$ cat src/fgr_pkg.sv
// Shared constants and state types for the fraction GCD reducer.
`timescale 1ns / 1ps
`default_nettype none

package fgr_pkg;

    // Arithmetic width; the 32-bit fields are truncated to it.
    localparam int VALUE_WIDTH = 32;
    localparam int FIELD_W     = 32;
    localparam int CALC_W      = (VALUE_WIDTH < FIELD_W) ? VALUE_WIDTH : FIELD_W;
    localparam int CNT_W       = $clog2(CALC_W);

    localparam logic [CNT_W-1:0] STEP_LAST = CNT_W'(CALC_W - 1);

    // result status codes
    localparam logic STATUS_REDUCED  = 1'b0;
    localparam logic STATUS_ZERO_DEN = 1'b1;

    typedef enum logic [1:0] {
        G_IDLE,
        G_TWOS,
        G_REDUCE,
        G_RESTORE
    } gcd_state_t;

    typedef enum logic [2:0] {
        T_IDLE,
        T_GCD,
        T_DIV_NUM,
        T_DIV_DEN,
        T_FINISH
    } ctl_state_t;

endpackage

`default_nettype wire

$ cat src/fgr_gcd.sv
// Binary GCD unit: one shift or one subtract-and-shift step per cycle.
`timescale 1ns / 1ps
`default_nettype none

module fgr_gcd
    import fgr_pkg::*;
(
    input  wire logic              aclk,
    input  wire logic              aresetn,
    input  wire logic              start,
    input  wire logic [CALC_W-1:0] a_in,
    input  wire logic [CALC_W-1:0] b_in,
    output logic                   done,
    output logic [CALC_W-1:0]      gcd_out
);

    gcd_state_t        state_reg, state_next;
    logic [CALC_W-1:0] a_reg, a_next;
    logic [CALC_W-1:0] b_reg, b_next;
    logic [CNT_W-1:0]  k_reg, k_next;
    logic              done_reg, done_next;
    logic [CALC_W-1:0] a_minus_b;
    logic [CALC_W-1:0] b_minus_a;

    assign a_minus_b = a_reg - b_reg;
    assign b_minus_a = b_reg - a_reg;

    always_comb begin
        state_next = state_reg;
        a_next     = a_reg;
        b_next     = b_reg;
        k_next     = k_reg;
        done_next  = 1'b0;
        case (state_reg)
            G_IDLE: begin
                if (start) begin
                    a_next     = a_in;
                    b_next     = b_in;
                    k_next     = '0;
                    state_next = G_TWOS;
                end
            end
            G_TWOS: begin
                // strip the common power of two, counted in k
                if (a_reg[0] || b_reg[0]) begin
                    state_next = G_REDUCE;
                end else begin
                    a_next = a_reg >> 1;
                    b_next = b_reg >> 1;
                    k_next = k_reg + 1'b1;
                end
            end
            G_REDUCE: begin
                if (a_reg == '0) begin
                    state_next = G_RESTORE;
                end else if (!a_reg[0]) begin
                    a_next = a_reg >> 1;
                end else if (!b_reg[0]) begin
                    b_next = b_reg >> 1;
                end else if (a_reg >= b_reg) begin
                    a_next = a_minus_b >> 1;
                end else begin
                    b_next = b_minus_a >> 1;
                end
            end
            G_RESTORE: begin
                if (k_reg == '0) begin
                    done_next  = 1'b1;
                    state_next = G_IDLE;
                end else begin
                    b_next = b_reg << 1;
                    k_next = k_reg - 1'b1;
                end
            end
            default: state_next = G_IDLE;
        endcase
    end

    always_ff @(posedge aclk) begin
        if (!aresetn) begin
            state_reg <= G_IDLE;
            done_reg  <= 1'b0;
        end else begin
            state_reg <= state_next;
            done_reg  <= done_next;
        end
    end

    always_ff @(posedge aclk) begin
        a_reg <= a_next;
        b_reg <= b_next;
        k_reg <= k_next;
    end

    assign done    = done_reg;
    assign gcd_out = b_reg;

endmodule

`default_nettype wire

$ cat src/fgr_div.sv
// Restoring divider: one quotient bit per cycle, shifted in from the bottom.
`timescale 1ns / 1ps
`default_nettype none

module fgr_div
    import fgr_pkg::*;
(
    input  wire logic              aclk,
    input  wire logic              aresetn,
    input  wire logic              start,
    input  wire logic [CALC_W-1:0] dividend,
    input  wire logic [CALC_W-1:0] divisor,
    output logic                   done,
    output logic [CALC_W-1:0]      quotient
);

    logic              busy_reg;
    logic              done_reg;
    logic [CNT_W-1:0]  cnt_reg;
    logic [CALC_W-1:0] rem_reg, rem_next;
    logic [CALC_W-1:0] quo_reg, quo_next;
    logic [CALC_W-1:0] dsr_reg;
    logic [CALC_W:0]   rem_shift;
    logic [CALC_W:0]   trial;

    assign rem_shift = {rem_reg, quo_reg[CALC_W-1]};
    assign trial     = rem_shift - {1'b0, dsr_reg};

    always_comb begin
        if (trial[CALC_W]) begin
            rem_next = rem_shift[CALC_W-1:0];
            quo_next = {quo_reg[CALC_W-2:0], 1'b0};
        end else begin
            rem_next = trial[CALC_W-1:0];
            quo_next = {quo_reg[CALC_W-2:0], 1'b1};
        end
    end

    always_ff @(posedge aclk) begin
        if (!aresetn) begin
            busy_reg <= 1'b0;
            done_reg <= 1'b0;
            cnt_reg  <= '0;
        end else begin
            done_reg <= 1'b0;
            if (start) begin
                busy_reg <= 1'b1;
                cnt_reg  <= '0;
            end else if (busy_reg) begin
                cnt_reg <= cnt_reg + 1'b1;
                if (cnt_reg == STEP_LAST) begin
                    busy_reg <= 1'b0;
                    done_reg <= 1'b1;
                end
            end
        end
    end

    always_ff @(posedge aclk) begin
        if (start) begin
            rem_reg <= '0;
            quo_reg <= dividend;
            dsr_reg <= divisor;
        end else if (busy_reg) begin
            rem_reg <= rem_next;
            quo_reg <= quo_next;
        end
    end

    assign done     = done_reg;
    assign quotient = quo_reg;

endmodule

`default_nettype wire

$ cat src/fraction_gcd_reducer.sv
// Top level of the fraction GCD reducer: control sequencer and output register.
// Usage:
//   Input channel s_valid/s_ready carries one fraction (s_numerator,
//   s_denominator, unsigned). Output channel m_valid/m_ready returns the
//   reduced pair and m_status (1 = zero denominator, inputs passed through).
//   One item is worked on at a time; s_ready is high while the sequencer idles.
//   A zero numerator or zero denominator skips the GCD and goes straight to
//   the output load. Otherwise a binary GCD runs (k shared factors of two,
//   s reduce steps), then two restoring divisions that share one divider,
//   and then the output load. s_ready returns with m_valid.
//   The finished result sits in an output register, so the next item is taken
//   while m_ready is low; a second finished result waits until the first is
//   taken. Reset (aresetn low, synchronous) drops m_valid and returns the
//   sequencer to idle; any item in flight is discarded.
`timescale 1ns / 1ps
`default_nettype none

module fraction_gcd_reducer
    import fgr_pkg::*;
(
    input  wire logic                aclk,
    input  wire logic                aresetn,
    input  wire logic                s_valid,
    output logic                     s_ready,
    input  wire logic [FIELD_W-1:0]  s_numerator,
    input  wire logic [FIELD_W-1:0]  s_denominator,
    output logic                     m_valid,
    input  wire logic                m_ready,
    output logic [FIELD_W-1:0]       m_reduced_numerator,
    output logic [FIELD_W-1:0]       m_reduced_denominator,
    output logic                     m_status
);

    ctl_state_t        state_reg, state_next;
    logic [CALC_W-1:0] num_in, den_in;
    logic [CALC_W-1:0] num_reg, den_reg, g_reg;
    logic [CALC_W-1:0] rn_reg, rd_reg;
    logic              st_reg;
    logic              m_valid_reg;
    logic [CALC_W-1:0] out_num_reg, out_den_reg;
    logic              out_st_reg;
    logic              accept, out_load;
    logic              gcd_start, gcd_done;
    logic [CALC_W-1:0] gcd_val;
    logic              div_start, div_done;
    logic [CALC_W-1:0] div_dividend, div_divisor, div_quo;

    assign num_in = s_numerator[CALC_W-1:0];
    assign den_in = s_denominator[CALC_W-1:0];

    assign s_ready   = (state_reg == T_IDLE);
    assign accept    = s_valid && s_ready;
    assign out_load  = (state_reg == T_FINISH) && (!m_valid_reg || m_ready);
    assign gcd_start = accept && (den_in != '0) && (num_in != '0);
    assign div_start = ((state_reg == T_GCD) && gcd_done) ||
                       ((state_reg == T_DIV_NUM) && div_done);

    // first division right after the GCD, second one with the held divisor
    assign div_dividend = (state_reg == T_GCD) ? num_reg : den_reg;
    assign div_divisor  = (state_reg == T_GCD) ? gcd_val : g_reg;

    fgr_gcd u_gcd (
        .aclk    (aclk),
        .aresetn (aresetn),
        .start   (gcd_start),
        .a_in    (num_in),
        .b_in    (den_in),
        .done    (gcd_done),
        .gcd_out (gcd_val)
    );

    fgr_div u_div (
        .aclk     (aclk),
        .aresetn  (aresetn),
        .start    (div_start),
        .dividend (div_dividend),
        .divisor  (div_divisor),
        .done     (div_done),
        .quotient (div_quo)
    );

    always_comb begin
        state_next = state_reg;
        case (state_reg)
            T_IDLE: begin
                if (accept) begin
                    state_next = gcd_start ? T_GCD : T_FINISH;
                end
            end
            T_GCD: begin
                if (gcd_done) state_next = T_DIV_NUM;
            end
            T_DIV_NUM: begin
                if (div_done) state_next = T_DIV_DEN;
            end
            T_DIV_DEN: begin
                if (div_done) state_next = T_FINISH;
            end
            T_FINISH: begin
                if (out_load) state_next = T_IDLE;
            end
            default: state_next = T_IDLE;
        endcase
    end

    always_ff @(posedge aclk) begin
        if (!aresetn) begin
            state_reg   <= T_IDLE;
            m_valid_reg <= 1'b0;
        end else begin
            state_reg <= state_next;
            if (out_load) begin
                m_valid_reg <= 1'b1;
            end else if (m_ready) begin
                m_valid_reg <= 1'b0;
            end
        end
    end

    always_ff @(posedge aclk) begin
        if (accept) begin
            num_reg <= num_in;
            den_reg <= den_in;
            st_reg  <= (den_in == '0) ? STATUS_ZERO_DEN : STATUS_REDUCED;
            if (den_in == '0) begin
                rn_reg <= num_in;
                rd_reg <= '0;
            end else if (num_in == '0) begin
                rn_reg <= '0;
                rd_reg <= CALC_W'(1);
            end
        end
        if ((state_reg == T_GCD) && gcd_done) begin
            g_reg <= gcd_val;
        end
        if ((state_reg == T_DIV_NUM) && div_done) begin
            rn_reg <= div_quo;
        end
        if ((state_reg == T_DIV_DEN) && div_done) begin
            rd_reg <= div_quo;
        end
        if (out_load) begin
            out_num_reg <= rn_reg;
            out_den_reg <= rd_reg;
            out_st_reg  <= st_reg;
        end
    end

    assign m_valid               = m_valid_reg;
    assign m_reduced_numerator   = FIELD_W'(out_num_reg);
    assign m_reduced_denominator = FIELD_W'(out_den_reg);
    assign m_status              = out_st_reg;

    // zero-denominator flag and a zero denominator go together
    a_status_den: assert property (@(posedge aclk) disable iff (!aresetn)
        m_valid |-> (m_status == (m_reduced_denominator == '0)))
        else $error("status does not match denominator");

    // the GCD of two nonzero values is never zero
    a_gcd_nonzero: assert property (@(posedge aclk) disable iff (!aresetn)
        (gcd_done && (state_reg == T_GCD)) |-> (gcd_val != '0))
        else $error("gcd unit returned zero");

    // divider completes only while the sequencer waits for it
    a_div_owner: assert property (@(posedge aclk) disable iff (!aresetn)
        div_done |-> ((state_reg == T_DIV_NUM) || (state_reg == T_DIV_DEN)))
        else $error("divider done outside a division state");

    // an accepted item always leaves idle on the next cycle
    a_leave_idle: assert property (@(posedge aclk) disable iff (!aresetn)
        accept |=> (state_reg != T_IDLE))
        else $error("sequencer stayed idle after accept");

endmodule

`default_nettype wire

$ cat config.mk
export PLATFORM = sky130hd
export DESIGN_NAME = fraction_gcd_reducer
export DESIGN_NICKNAME = d
export VERILOG_FILES = /design/src/fgr_pkg.sv /design/src/fgr_gcd.sv /design/src/fgr_div.sv /design/src/fraction_gcd_reducer.sv
export SDC_FILE = /design/constraint.sdc
export NUM_CORES = 1
export LEC_CHECK = 0
export ABC_AREA = 1
export BUFFER_PORTS_ARGS = -buffer_cell sky130_fd_sc_hd__buf_4
export CAP_MARGIN = 20
export CORE_AREA = 2 2 251 253
export CTS_CLUSTER_DIAMETER = 150
export DETAILED_ROUTE_END_ITERATION = 16
export DIE_AREA = 0 0 253 255
export PLACE_DENSITY = 0.67
export SYNTH_ARGS = -nofsm -noshare
export SYNTH_HDL_FRONTEND = slang
export SYNTH_HIERARCHICAL = 1
export SYNTH_SLANG_ARGS = --single-unit
$ cat constraint.sdc
create_clock -name aclk -period 6.4 [get_ports aclk]
set_clock_uncertainty 0.15 [all_clocks]
set_input_delay 0.32 -clock aclk [delete_from_list [all_inputs] [get_ports aclk]]
set_output_delay 0.32 -clock aclk [all_outputs]
set_load 0.01 [all_outputs]
==> flow_summary.json <==
{
  "outcome": "complete, no violations",
  "required_ps": 6550,
  "endpoint_kind": "flip-flop",
  "fin_crit_sh_pct": 57.4,
  "startpoint_type": "flip-flop",
  "finalHoldViolCount": 0,
  "p_per_area_mw_per_mm2": 455,
  "fillCellCount": 6062,
  "drive_gt1_share_pct": 10.0,
  "ant_nets": 0,
  "yosysTopAreaCell": "edfxtp_1",
  "die_area_mm2": 0.0645,
  "multiInputGateArea_mm2": 0.0105,
  "drt-pass1-iter-count": 6,
  "via_count": 21000,
  "cts_buffer_depth": 3,
  "ys_types": 53,
  "cts_root_buffer": "clkbuf_16",
  "setup_viol": 0,
  "drtIter0Drc": 2478,
  "grtUsageTotal_pct": 24.1,
  "max_freq_ghz": 0.272,
  "ir_drop_uv": 270,
  "diodes": 0,
  "cts_tree": "done",
  "post_cts_buffers": 0,
  "finalSetupTns_ps": 0,
  "clock_latency_ps": 580,
  "cts_resized": 0,
  "hold_buffers": 67,
  "io_pins": 135,
  "relSlewSlack_pct": 35.3,
  "cap_violations": 0,
  "critPathArrivalTime_ps": 3820,
  "chipWidth_um": 253,
  "hp-class": "flip-flop to flip-flop",
  "synthTopCellsByArea": "edfxtp_1 (44%), nand2_1 (15%), inv_1 (6.9%)",
  "ys_seq_area_share_pct": 47.7,
  "ff_latch_area_mm2": 0.0117,
  "areaGrowthSynthToFinish_pct": 15.0,
  "path_buf_inv": 6,
  "setup_ws_ps": 2720,
  "synth_area_mm2": 0.0245,
  "yosys_warnings": 6,
  "pre_cts_slack_ps": 2840,
  "critical_path_class": "flip-flop to flip-flop",
  "rsz0062_at_grt": "false",
  "htreeDepth": 2,
  "grt_pass1_wl_um": 118000,
  "core_area_mm2": 0.0622,
  "avgRoutedWirePerCell_um": 19.6,
  "drc_errors": 0,
  "leakagePower_uw": 0.0131,
  "syn-num-nets": 3227,
  "path_clk_slew_ps": 60,
  "via_per_inst": 5.19,
  "dieHeight_um": 255,
  "async_reset_ff_share_pct": 0,
  "slew_violations": 0,
  "ys_ff_latch": 405,
  "crit_fanout": 34,
  "cpMostUsedCell": "inv_1",
  "fin_nets": 3389,
  "synth-edff-count": 359,
  "crit_family": "buffers and inverters",
  "path_cells": "inv_1 -> ha_1 -> buf_4 -> clkinv_1 -> nor2_1 -> inv_1 -> o21ai_0 -> o21bai_1 -> nor2_1 -> o21ai_0 -> inv_1 -> buf_4",
  "syn_area_per_cell_um2": 8.04,
  "hpwl_um": 59600,
  "numCtsBuffers": 44,
  "grt_overflow": 0,
  "totalWireLength_um": 79100,
  "grt_max_degree": 70,
  "grt_pass1_vias": 19800,
  "tightest_slew_ps": 970,
  "yosys-top-cells-count": "nand2_1 (1008), inv_1 (454), edfxtp_1 (359)",
  "cts_sinks": 405,
  "antenna_found_initial": 0,
  "place.gp.congestion": 0.975,
  "rows": 92,
  "synth_most_common_cell": "nand2_1",
  "synth_flop_cell": "edfxtp_1",
  "final_util_pct": 45.4,
  "port_buffers": 134,
  "fin_crit_ps": 3680,
  "cpMaxStageDelayCell": "clkinv_1",
  "max_stage_delay_ps": 830,
  "synth_top_area_share_pct": 44.0,
  "syn_inst": 3049,
  "hold_slack_ps": 263,
  "floorplan.initialDensity_pct": 39.5
}
cells by family (layout without fill, tap and decap cells):
logic type                 count (synthesis)  after routing  share of synthesized area, %
AOI/OAI and AO/OA                        358            358                          8.51
and+or+nand+nor                         1548           1548                          26.4
buffers and inverters                    571            767                          9.59
xor gates and xnor gates                  57             57                          2.04
DFF                                      405            405                          47.7
adders and majority gates                110            110                          5.73
worst paths after layout:
kind         slack, ps                 endpoint          startpoint  cells after the start
min reg2reg        260  m_reduced_numerator[11]          rn_reg[11]                      0
max               2720        u_gcd/gcd_out[21]  u_gcd/state_reg[0]                     12
min                260  m_reduced_numerator[11]          rn_reg[11]                      0
max reg2reg       2720        u_gcd/gcd_out[21]  u_gcd/state_reg[0]                     12
layout make-up:
class / count / area share, %
Multi-Input combinational cell: 2073 / 37.3
Inverter: 467 / 6.24
Clock buffer: 61 / 4.20
Timing Repair Buffer: 220 / 6.52
Tap cell: 799 / 3.54
Clock inverter: 19 / 0.763
Sequential cell: 405 / 41.5
report_power, final:
group / switching [µW] / internal [µW]
logic: 4610 / 1850
clock network: 1070 / 1430
registers: 516 / 3360
through the flow:
step	instances	cell area (µm²)	total power, µW
3_3_place_gp	3896	26100	10100
5_1_grt	4044	28200	13500
6_report	4044	28200	12800
4_1_cts	4043	28200	12700
2_1_floorplan	3049	24500	7890
3_5_place_dp	3896	26100	10100
placed cells by master (no fill, tap or decap), drive strengths merged, types with 17 or more instances in the layout:
master,synthesis,layout
o21ai,83,83
nor3,17,17
clkbuf,51,61
dlygate4sd3,0,67
nand4,19,19
ha,106,106
xor2,33,33
buf,53,153
xnor2,24,24
inv,464,466
edfxtp,359,359
a21oi,216,216
dfxtp,46,46
nor2,274,274
a221oi,28,28
nand2,1040,1040
nand3,171,171
metal layers:
layer  track usage, %  vias up  routed length [µm]
met1             32.3     9753               32900
met4             12.6        0                4350
met3             3.34      196                6000
li1                 -    10100                   -
met2             38.1      926               35900
met5                0        -                   0
Power figures use the tool's default switching activity.
